--- config.mk ---
export PLATFORM = sky130hd
export DESIGN_NAME = manchester_word_pulse_scheduler
export DESIGN_NICKNAME = d
export VERILOG_FILES = /design/src/sv/mwps_pkg.sv /design/src/sv/manchester_word_pulse_scheduler.sv /design/src/sv/mwps_seq.sv /design/src/sv/mwps_out_stage.sv
export VERILOG_INCLUDE_DIRS = /design/src /design/src/sv
export SDC_FILE = /design/constraint.sdc
export NUM_CORES = 1
export LEC_CHECK = 0
export BUFFER_PORTS_ARGS = -buffer_cell sky130_fd_sc_hd__buf_4
export CORE_ASPECT_RATIO = 0.9
export CORE_MARGIN = 5
export CORE_UTILIZATION = 56
export DETAILED_ROUTE_END_ITERATION = 10
export GPL_TIMING_DRIVEN = 1
export PLACE_DENSITY_LB_ADDON = 0.15
export SYNTH_ARGS = -nofsm -noshare
export SYNTH_HDL_FRONTEND = slang
export SYNTH_HIERARCHICAL = 1
export SYNTH_SLANG_ARGS = --single-unit
--- constraint.sdc ---
create_clock -name aclk -period 6.35 [get_ports aclk]
set_input_delay 1.27 -clock aclk [delete_from_list [all_inputs] [get_ports aclk]]
set_output_delay 1.27 -clock aclk [all_outputs]
set_load 0.02 [all_outputs]
--- src/sv/manchester_word_pulse_scheduler_defines.svh ---
// Assertion helpers used by the scheduler RTL.
`ifndef MANCHESTER_WORD_PULSE_SCHEDULER_DEFINES_SVH
`define MANCHESTER_WORD_PULSE_SCHEDULER_DEFINES_SVH

// Same-cycle implication, quiet while reset is low
`define MWPS_ASSERT_IMPL(name, clk, rstn, ante, cons) \
    name: assert property (@(posedge clk) disable iff (!(rstn)) (ante) |-> (cons)) \
        else $error("mwps: same-cycle check failed");

// Next-cycle implication, quiet while reset is low
`define MWPS_ASSERT_NEXT(name, clk, rstn, ante, cons) \
    name: assert property (@(posedge clk) disable iff (!(rstn)) (ante) |=> (cons)) \
        else $error("mwps: next-cycle check failed");

`endif

--- src/sv/mwps_pkg.sv ---
`default_nettype none

package mwps_pkg;

    localparam int unsigned DATA_W     = 16;  // data word width
    localparam int unsigned HALF_W     = 16;  // half period register width
    localparam int unsigned TICK_OUT_W = 20;  // timer value width
    localparam int unsigned WORD_BITS  = 17;  // data bits plus parity
    localparam int unsigned SEG_CAP    = 17;  // most segments in one word
    localparam int unsigned TOP_BIT    = WORD_BITS - 1;

    localparam logic [HALF_W-1:0] HALF_PERIOD_RESET = 16'd24;

    typedef logic [TICK_OUT_W-1:0] tick_t;

    // One result beat
    typedef struct packed {
        tick_t compare_ticks;
        tick_t period_ticks;
        logic  word_end;
        logic  frame_done;
    } seg_t;

    // Sequencer state: sync segment, bit boundary, mid bit, frame end
    typedef enum logic [2:0] {
        ST_IDLE,
        ST_SYNC,
        ST_EDGE,
        ST_MID,
        ST_FRAME
    } seq_state_t;

endpackage

`default_nettype wire

--- src/sv/manchester_word_pulse_scheduler.sv ---
`default_nettype none

// Manchester II word scheduler. Each accepted 16-bit word (MSB first, odd
// parity appended) becomes a run of PWM segments in half-period units: a
// sync segment, then merged half-bit segments, 9 to 17 beats per word, the
// last one flagged word_end; a word marked last adds one frame_done beat with
// zero timer values. A word ending mid-level lengthens the next sync by one
// half period. The segment sequencer produces one beat per cycle unless the
// output register stalls it; the next word is taken in the cycle its
// predecessor's final beat enters the output register. half_period must be
// written only while the block is idle (not enforced by the block), and then
// takes effect on the next word; only its low TICK_WIDTH bits are used.
module manchester_word_pulse_scheduler
    import mwps_pkg::*;
#(
    parameter int unsigned TICK_WIDTH = 16
) (
    input  logic                  aclk,
    input  logic                  aresetn,
    input  logic                  cfg_wr_en,
    input  logic [HALF_W-1:0]     cfg_wr_data,
    input  logic                  s_valid,
    output logic                  s_ready,
    input  logic [DATA_W-1:0]     s_data_word,
    input  logic                  s_last_word,
    output logic                  m_valid,
    input  logic                  m_ready,
    output logic [TICK_OUT_W-1:0] m_compare_ticks,
    output logic [TICK_OUT_W-1:0] m_period_ticks,
    output logic                  m_word_end,
    output logic                  m_frame_done
);

    localparam int unsigned HP_W = (TICK_WIDTH < HALF_W) ? TICK_WIDTH : HALF_W;

    logic [HALF_W-1:0] half_period_reg;
    tick_t             hp;
    logic              seg_valid, seg_ready;
    seg_t              seg, out_seg;

    // half period register
    always_ff @(posedge aclk) begin
        if (!aresetn) begin
            half_period_reg <= HALF_PERIOD_RESET;
        end else if (cfg_wr_en) begin
            half_period_reg <= cfg_wr_data;
        end
    end

    assign hp = tick_t'(half_period_reg[HP_W-1:0]);

    mwps_seq u_seq (
        .aclk      (aclk),
        .aresetn   (aresetn),
        .hp        (hp),
        .in_valid  (s_valid),
        .in_ready  (s_ready),
        .in_data   (s_data_word),
        .in_last   (s_last_word),
        .seg_valid (seg_valid),
        .seg       (seg),
        .seg_ready (seg_ready)
    );

    mwps_out_stage u_out (
        .aclk     (aclk),
        .aresetn  (aresetn),
        .in_valid (seg_valid),
        .in_ready (seg_ready),
        .in_seg   (seg),
        .m_valid  (m_valid),
        .m_ready  (m_ready),
        .m_seg    (out_seg)
    );

    assign m_compare_ticks = out_seg.compare_ticks;
    assign m_period_ticks  = out_seg.period_ticks;
    assign m_word_end      = out_seg.word_end;
    assign m_frame_done    = out_seg.frame_done;

endmodule

`default_nettype wire

--- src/sv/mwps_seq.sv ---
`default_nettype none

`include "manchester_word_pulse_scheduler_defines.svh"

module mwps_seq
    import mwps_pkg::*;
(
    input  logic              aclk,
    input  logic              aresetn,
    input  tick_t             hp,
    input  logic              in_valid,
    output logic              in_ready,
    input  logic [DATA_W-1:0] in_data,
    input  logic              in_last,
    output logic              seg_valid,
    output seg_t              seg,
    input  logic              seg_ready
);

    localparam int unsigned CNT_W  = $clog2(SEG_CAP + 1);
    localparam int unsigned LEFT_W = $clog2(WORD_BITS + 1);

    seq_state_t              state_reg, state_next;
    logic [WORD_BITS-1:0]    shifter_reg, shifter_next;
    logic [LEFT_W-1:0]       left_reg, left_next;
    logic [CNT_W-1:0]        cnt_reg, cnt_next;
    logic                    ext_reg, ext_next;
    logic                    last_reg, last_next;

    // step decode
    logic [3:0]              cmp_f, per_f;
    logic                    word_done;
    logic [1:0]              shift_n;
    logic                    ext_wr, ext_val;
    logic                    seg_fd;
    seq_state_t              loop_state;

    logic [LEFT_W-1:0]       left_m1, left_m2;
    logic [CNT_W-1:0]        cnt_inc;
    logic                    in_loop, loop_over, step, closing, in_fire;

    // hp times a small factor, shifts and adds
    function automatic tick_t mul_hp(tick_t h, logic [3:0] f);
        tick_t acc;
        acc = '0;
        for (int i = 0; i < 4; i++) begin
            if (f[i]) begin
                acc = acc + (h << i);
            end
        end
        return acc;
    endfunction

    // saturating bit counts after one and two shifts
    assign left_m1 = (left_reg == '0) ? '0 : left_reg - LEFT_W'(1);
    assign left_m2 = (left_m1 == '0) ? '0 : left_m1 - LEFT_W'(1);
    assign cnt_inc = cnt_reg + CNT_W'(1);

    // segment decode for the current state
    always_comb begin
        cmp_f      = 4'd0;
        per_f      = 4'd0;
        word_done  = 1'b0;
        shift_n    = 2'd0;
        ext_wr     = 1'b0;
        ext_val    = 1'b0;
        seg_fd     = 1'b0;
        loop_state = state_reg;
        unique case (state_reg)
            ST_SYNC: begin
                // sync merged with first half of the first bit
                cmp_f      = ext_reg ? 4'd4 : 4'd3;
                per_f      = (shifter_reg[TOP_BIT] ? 4'd7 : 4'd6) + {3'd0, ext_reg};
                shift_n    = 2'd1;
                loop_state = shifter_reg[TOP_BIT] ? ST_MID : ST_EDGE;
            end
            ST_EDGE: begin
                cmp_f = 4'd1;
                if (left_reg == '0) begin
                    // trailing boundary closer
                    per_f     = 4'd2;
                    ext_wr    = 1'b1;
                    ext_val   = 1'b0;
                    word_done = 1'b1;
                end else if (shifter_reg[TOP_BIT]) begin
                    per_f   = 4'd3;
                    shift_n = 2'd1;
                    if (left_reg == LEFT_W'(1)) begin
                        ext_wr    = 1'b1;
                        ext_val   = 1'b1;
                        word_done = 1'b1;
                    end else begin
                        loop_state = ST_MID;
                    end
                end else begin
                    per_f   = 4'd2;
                    shift_n = 2'd1;
                end
            end
            ST_MID: begin
                if (shifter_reg[TOP_BIT]) begin
                    cmp_f   = 4'd1;
                    per_f   = 4'd2;
                    shift_n = 2'd1;
                    if (left_m1 == '0) begin
                        ext_wr    = 1'b1;
                        ext_val   = 1'b1;
                        word_done = 1'b1;
                    end
                end else begin
                    cmp_f   = 4'd2;
                    shift_n = 2'd2;
                    if (shifter_reg[TOP_BIT-1]) begin
                        per_f = 4'd4;
                        if (left_m1 == LEFT_W'(1)) begin
                            ext_wr    = 1'b1;
                            ext_val   = 1'b1;
                            word_done = 1'b1;
                        end
                    end else begin
                        per_f = 4'd3;
                        if (left_m1 == '0) begin
                            ext_wr    = 1'b1;
                            ext_val   = 1'b0;
                            word_done = 1'b1;
                        end else begin
                            loop_state = ST_EDGE;
                        end
                    end
                end
            end
            ST_FRAME: begin
                // frame end beat, carry cleared
                seg_fd  = 1'b1;
                ext_wr  = 1'b1;
                ext_val = 1'b0;
            end
            default: begin
            end
        endcase
    end

    assign seg_valid          = (state_reg != ST_IDLE);
    assign seg.compare_ticks  = mul_hp(hp, cmp_f);
    assign seg.period_ticks   = mul_hp(hp, per_f);
    assign seg.word_end       = word_done;
    assign seg.frame_done     = seg_fd;

    // handshake: take a word when idle or as the last beat leaves
    assign step      = seg_valid && seg_ready;
    assign in_loop   = (state_reg == ST_SYNC) || (state_reg == ST_EDGE) ||
                       (state_reg == ST_MID);
    assign loop_over = word_done || (cnt_inc == CNT_W'(SEG_CAP));
    assign closing   = step && ((state_reg == ST_FRAME) || (in_loop && loop_over && !last_reg));
    assign in_ready  = (state_reg == ST_IDLE) || closing;
    assign in_fire   = in_valid && in_ready;

    // next state
    always_comb begin
        state_next = state_reg;
        if (step) begin
            if (state_reg == ST_FRAME) begin
                state_next = ST_IDLE;
            end else if (in_loop) begin
                if (loop_over) begin
                    state_next = last_reg ? ST_FRAME : ST_IDLE;
                end else begin
                    state_next = loop_state;
                end
            end
        end
        if (in_fire) begin
            state_next = ST_SYNC;
        end
    end

    // word datapath
    always_comb begin
        shifter_next = shifter_reg;
        left_next    = left_reg;
        cnt_next     = cnt_reg;
        ext_next     = ext_reg;
        last_next    = last_reg;
        if (step) begin
            shifter_next = shifter_reg << shift_n;
            unique case (shift_n)
                2'd0:    left_next = left_reg;
                2'd1:    left_next = left_m1;
                default: left_next = left_m2;
            endcase
            cnt_next = cnt_inc;
            if (ext_wr) begin
                ext_next = ext_val;
            end
        end
        if (in_fire) begin
            // data MSB first, odd parity last
            shifter_next = {in_data, ~^in_data};
            left_next    = LEFT_W'(WORD_BITS);
            cnt_next     = '0;
            last_next    = in_last;
        end
    end

    always_ff @(posedge aclk) begin
        if (!aresetn) begin
            state_reg <= ST_IDLE;
            left_reg  <= '0;
            cnt_reg   <= '0;
            ext_reg   <= 1'b0;
            last_reg  <= 1'b0;
        end else begin
            state_reg <= state_next;
            left_reg  <= left_next;
            cnt_reg   <= cnt_next;
            ext_reg   <= ext_next;
            last_reg  <= last_next;
        end
    end

    always_ff @(posedge aclk) begin
        shifter_reg <= shifter_next;
    end

    // checks
    `MWPS_ASSERT_NEXT(a_load_sync, aclk, aresetn, in_fire, (state_reg == ST_SYNC) && (left_reg == LEFT_W'(WORD_BITS)) && (cnt_reg == '0))
    `MWPS_ASSERT_IMPL(a_seg_cap, aclk, aresetn, (state_reg == ST_EDGE) || (state_reg == ST_MID), (cnt_reg != '0) && (cnt_reg < CNT_W'(SEG_CAP)))
    `MWPS_ASSERT_NEXT(a_carry_hold, aclk, aresetn, !step, $stable(ext_reg))
    `MWPS_ASSERT_IMPL(a_frame_last, aclk, aresetn, state_reg == ST_FRAME, last_reg)

endmodule

`default_nettype wire

--- src/sv/mwps_out_stage.sv ---
`default_nettype none

module mwps_out_stage
    import mwps_pkg::*;
(
    input  logic aclk,
    input  logic aresetn,
    input  logic in_valid,
    output logic in_ready,
    input  seg_t in_seg,
    output logic m_valid,
    input  logic m_ready,
    output seg_t m_seg
);

    logic full_reg, full_next;
    seg_t data_reg;
    logic load;

    // one-deep result register, refilled as it drains
    assign in_ready  = !full_reg || m_ready;
    assign load      = in_valid && in_ready;
    assign full_next = load || (full_reg && !m_ready);

    always_ff @(posedge aclk) begin
        if (!aresetn) begin
            full_reg <= 1'b0;
        end else begin
            full_reg <= full_next;
        end
    end

    always_ff @(posedge aclk) begin
        if (load) begin
            data_reg <= in_seg;
        end
    end

    assign m_valid = full_reg;
    assign m_seg   = data_reg;

endmodule

`default_nettype wire

Word level (Yosys, flattened, before mapping) --
Index checks and enable logic that the tools add are counted.
Operators by class: equal/unequal tests 21, reduce and logical (&&, ||, !) cells 33, bitwise operators 2, mux-type cells 55, shift operators 1, add/sub/neg operators 10
Operators with widths (count):
- $mux 20 | 6
- $add 20x18->20 | 2
- $add 20x19->20 | 2
- $add 16x17->18 | 2
- $mux 3 | 12
- $mux 17 | 2
- $mux 16 | 2
- $pmux 4 s3 | 2
- $mux 5 | 4
- $reduce_and 9->1 | 2
- $mux 1 | 17
- $shl 17x2->17 | 1
- $reduce_xnor 16->1 | 1
- $ne 5x3->1 const B | 3
- $ne 4x3->1 const B | 3
- $eq 5x1->1 const B | 2
- $logic_not 5->1 | 2
- $ne 5x5->1 const B | 2
- $pmux 5 s2 | 1
- $sub 5x1->5 const B | 2
- $pmux 3 s3 | 1
- $mux 4 | 2
- $ne 4x4->1 const B | 2
- $logic_or 1x1->1 | 7
- other kinds (25) | 40
Storage, ports and cells: bits of input ports 38, bits in registers 91, output and inout port bits 44

Logic depth before layout (Yosys ltp) --
word-level depth 16, mapped depth 36

Hierarchy --
Netlist, hierarchy kept.
By module, submodules not included:
- mwps_seq | instances 1, area an instance 7518.5 µm², cells each 1007, seq. area each 810.8 µm²
- mwps_out_stage | instances 1, area an instance 1318.8 µm², cells each 47, seq. area each 1281.2 µm²
- manchester_word_pulse_scheduler | instances 1, area an instance 614.3 µm², cells each 52, seq. area each 320.3 µm²

Worst setup path after synthesis --
OpenSTA, ideal clock, no wires.
path kind register -> register, start point reg u_seq.left_reg[0], end point reg u_out.data_reg, in the netlist u_out/m_seg[21], data pin, period minus slack after synthesis 6.891 ns, buffers on the path 1, stages on the path, launching flop included 33, path slack -0.541 ns, arrival time 6.632 ns, cell sequence dfxtp_1 -> inv_1 -> ha_1 -> nor4b_2 -> or4_4 -> nand2_1 -> clkbuf_1 -> and2_1 -> ha_1 -> a211o_1 -> a21o_1 -> o311a_1 -> a21oi_1 -> inv_1 -> ha_1 -> o21a_1 -> a2111oi_0 -> nor2_1 -> nor2_1 -> o21ai_0 -> xnor2_1 -> a21oi_1 -> ha_1 -> a21o_1 -> a21o_1 -> a21oi_1 -> nor2b_1 -> a311oi_1 -> o21ai_0 -> a31oi_1 -> xnor2_1 -> a22oi_1 -> xnor2_1
RTL lines:
- start, declared | line mwps_seq.sv:25 | logic [LEFT_W-1:0] left_reg, left_next;
- start signal, assigned | line mwps_seq.sv:214 | left_reg <= left_next;
- end signal, assigned | line mwps_out_stage.sv:35 | data_reg <= in_seg;
- end, declared | line mwps_out_stage.sv:17 | seg_t data_reg;

==> qor_table.md <==
| Parameter | Reported |
|---|---|
| Post-layout instance area | 11200 um2 |
| Ant. Diodes | 0 |
| Cell with the most instances after synthesis | sky130_fd_sc_hd__nand2_1 |
| Number of buffers added on ports | 81 |
| Post-synthesis adder-cell area fraction | 0.140 |
| Fraction of the cycle the final worst path needs | 1.00 |
| Area fraction in compound gates after synthesis | 0.225 |
| Violated checks | negative setup slack |
| Metal2 WL | 11200 um |
| Number of flip-flops under the largest register name | 42 |
| Netlist area before placement | 9450 um2 |
| TritonCTS clock tree | built |
| Placed cells | 1427 |
| Top metal layer carrying routed signals | met4 |
| Number of enable flip-flop cells after synthesis | 59 |
| Filler cell count | 1428 |
| Outcome | complete, but fails checks |
| Layout Nets | 1375 |
| DRC | 0 |
| Post-synthesis xor/xnor area fraction | 0.0853 |
| Max Cap Violations | 0 |
| Gate Count Post-Synth | 1106 |
| Hold-fix buffer count after cts | 0 |
| Combinational family with the most area after synthesis | compound AO/OA/AOI/OAI gates |
| Wire length on met1 | 11200 um |
| Leakage power summed over all cells | 5.13 nW |
| Element type at the critical path start | register |
| Final RePlAce weighted congestion | 0.929 |
| Clock sinks | 91 |
| Category of cells accounting for the largest share of critical-path delay | compound AO/OA/AOI/OAI gates |
| Final Max Slew Viols | 0 |
| Flop and latch count out of synthesis | 91 |
| Largest cells by area after synthesis | sky130_fd_sc_hd__edfxtp_1 (19%), sky130_fd_sc_hd__ha_1 (13%), sky130_fd_sc_hd__dfxtp_1 (6.8%), sky130_fd_sc_hd__xnor2_1 (5.5%), sky130_fd_sc_hd__a21oi_1 (4.3%) |
| Core region area | 16700 um2 |
| Number of hold violations in the final report | 0 |
| Count of antenna-violating nets left after detailed routing | 0 |
| Layout Area Growth over Synthesis | 18.6% |
| Achievable frequency | 157 MHz |
| Count of cell types in the netlist | 87 |
| Die Ht | 133 um |
| Required time of the critical path | 6.46 ns |
| Crit path time final | 6.38 ns |
| Ports | 82 |
| Vias in the first global route | 7997 |
| Number of buffers on the longest clock path | 2 |
| Classification of the worst setup path | reg -> reg |
| Capturing element type of the critical path | register |
| Wire length of the first global-routing pass | 38300 um |
| Routed via count | 8439 |
| Simple-Gate Fraction of Synth Area | 0.175 |
| Warnings, synthesis | 6 |
| DP Area | 10600 um2 |
| RSZ-0062 raised after global routing | yes |
| Layout cells sized above 1 | 0.209 |
| Width of the chip | 147 um |
| Mean area per synthesized cell | 8.55 um2 |
| Worst path bufs/invs | 2 |
| HPWL reported at the end of detailed placement | 17800 um |
| Antenna violations before repair | 0 |
| Hold Path Class | reg -> reg |
| Clock latency of the later-clocked register in the worst-skew pair | 0.36 ns |
| Effective utilization at floorplan | 0.565 |
| Worst path setup slack after routing | -0.0281 ns |
| Clock tree root driver cell | sky130_fd_sc_hd__clkbuf_16 |
| Routed Wire Length | 23900 um |
| Largest fanout on the critical path | 4 |
| Register clock-pin slew on the reported worst setup and hold paths | 0.08 ns |
| Via density per instance | 5.82 |
| Slowest cell on crit path | sky130_fd_sc_hd__or4_4 |
| Top cell type's share of synthesized area | 0.187 |
| Worst ir drop on vdd | 173 uV |
| Most used standard cells in the synthesized netlist | sky130_fd_sc_hd__nand2_1 (108), sky130_fd_sc_hd__ha_1 (98), sky130_fd_sc_hd__nor2_1 (83), sky130_fd_sc_hd__a21oi_1 (82), sky130_fd_sc_hd__o21ai_0 (82) |
| Share of the core filled with cells in the final layout | 0.670 |
| Tightest slew margin relative to the limit | 0.424 |
| Number of clock buffers inserted by TritonCTS | 9 |
| Share of async-settable or async-resettable flops after synthesis | 0 |
| Post-synthesis sequential area ratio | 0.255 |
| Maximum number of pins on one net before global-route repair | 43 |
| DR iter-0 viols | 589 |
| Top cell type by total area after synthesis | sky130_fd_sc_hd__edfxtp_1 |
| Overflow left after global routing | 0 |
| Worst slew pin tran | 0.864 ns |
| Post-DR wirelength/cell | 16.5 um |
| Total die area | 19600 um2 |
| Top_reg_cell synth | sky130_fd_sc_hd__edfxtp_1 |
| Count of placed standard cells in the final layout, fillers left out | 1450 |
| Fraction of synthesized area in multiplexers | 0.0776 |
| Worst setup skew after layout | 0.0127 ns |
| Row count | 45 |
| Wire length on met3 | 1120 um |
| Setup Viol. Count Final | 1 |
| Number of H-tree branching levels | 3 |
| Length of the first detailed-routing pass in iterations | 5 |
| Worst stage delay on the critical path | 0.51 ns |
| GRT Util Overall | 0.236 |
| Cell area power density | 336 nW/um2 |
| Data arrival time of the critical path | 6.49 ns |
[cell usage in the layout (no fill, tap or decap), types with 33 or more instances in the layout]
| cell | synthesis | routed |
|---|---|---|
| sky130_fd_sc_hd__o21ai_0 | 82 | 70 |
| sky130_fd_sc_hd__mux2_2 | 34 | 34 |
| sky130_fd_sc_hd__edfxtp_1 | 59 | 59 |
| sky130_fd_sc_hd__nor2_1 | 83 | 81 |
| sky130_fd_sc_hd__inv_1 | 53 | 50 |
| sky130_fd_sc_hd__mux2i_1 | 35 | 35 |
| sky130_fd_sc_hd__buf_4 | 2 | 136 |
| sky130_fd_sc_hd__a21o_1 | 39 | 39 |
| sky130_fd_sc_hd__nand2_1 | 108 | 106 |
| sky130_fd_sc_hd__ha_1 | 98 | 89 |
| sky130_fd_sc_hd__xnor2_1 | 59 | 58 |
| sky130_fd_sc_hd__a21oi_1 | 82 | 70 |
| sky130_fd_sc_hd__xor2_1 | 33 | 33 |
[routing by layer]
| layer | global-route usage | vias to the layer above |
|---|---|---|
| li1 | - | 4250 |
| met1 | 0.322 | 3961 |
| met2 | 0.399 | 202 |
| met3 | 0.0378 | 26 |
| met4 | 0.0487 | 0 |
| met5 | 0 | - |
[cells by family (layout without fill, tap and decap cells)]
family                   count (synthesis)  in the layout
AO/OA/AOI/OAI                          322            322
XOR/XNOR                                92             92
adder cells (fa/ha/maj)                103            103
buffers and inverters                   93            206
flip-flops                              91             91
multiplexers                            69             69
other                                    1             21
AND/OR/NAND/NOR                        335            335
[where the power goes]
part	switching, mW	leakage, nW	internal [mW]
Clock	0.267	0.149	0.280
Sequential	0.0822	0.837	0.881
Combinational	1.29	4.15	0.972
Total	1.64	5.13	2.13
[worst paths after layout]
check	from	to	slack, ns	cells past startpoint
hold reg to reg	u_seq/cnt_reg[1]$_SDFFE_PP0P_	u_seq/cnt_reg[1]$_SDFFE_PP0P_	0.52	2
setup / recovery	u_seq/left_reg[0]$_SDFFE_PN0P_	u_out/m_seg[21]$_DFFE_PP_	-0.03	31
setup reg to reg	u_seq/left_reg[0]$_SDFFE_PN0P_	u_out/m_seg[21]$_DFFE_PP_	-0.03	31
hold / removal	u_seq/cnt_reg[1]$_SDFFE_PP0P_	u_seq/cnt_reg[1]$_SDFFE_PP0P_	0.52	2
[worst register-to-register path, delay by kind of cell, from the launching register on]
family          cells  cell delay (ns)
compound gates     15             3.18
flops               1             0.34
simple gates        7             1.16
fa+ha+maj           4             0.92
xor+xnor            3             0.40
buf+inv             2             0.15
[per-stage QoR]
step	setup WS (ns)	setup TNS (ns)	power (mW)	hold WS (ns)
3_3_place_gp	0.142	0	3.09	0.500
4_1_cts	-0.0111	-0.0111	3.69	0.520
5_1_grt	-0.327	-0.810	4.06	0.552
3_5_place_dp	-0.104	-0.159	3.13	0.509
2_1_floorplan	0.0500	0	2.56	0.478
6_report	-0.0281	-0.0281	3.77	0.517
[cell type report]
class                           count  area (um2)  share of cell area
Clock buffer                        9         225              0.0201
Clock inverter                      7        76.3             0.00681
Inverter                           53         199              0.0178
Multi-Input combinational cell    942        7000               0.624
Sequential cell                    91        2410               0.215
Tap cell                          211         264              0.0236
Timing Repair Buffer              137        1030              0.0921
[what timing repair did]
item,CTS,global route
endpoints found under the setup margin,2,9
gates cloned,0,0
pin swaps,0,35
hold endpoints to repair,0,0
buffers inserted,0,7
resized for setup,4,50
(Power assumes the default switching activity.)
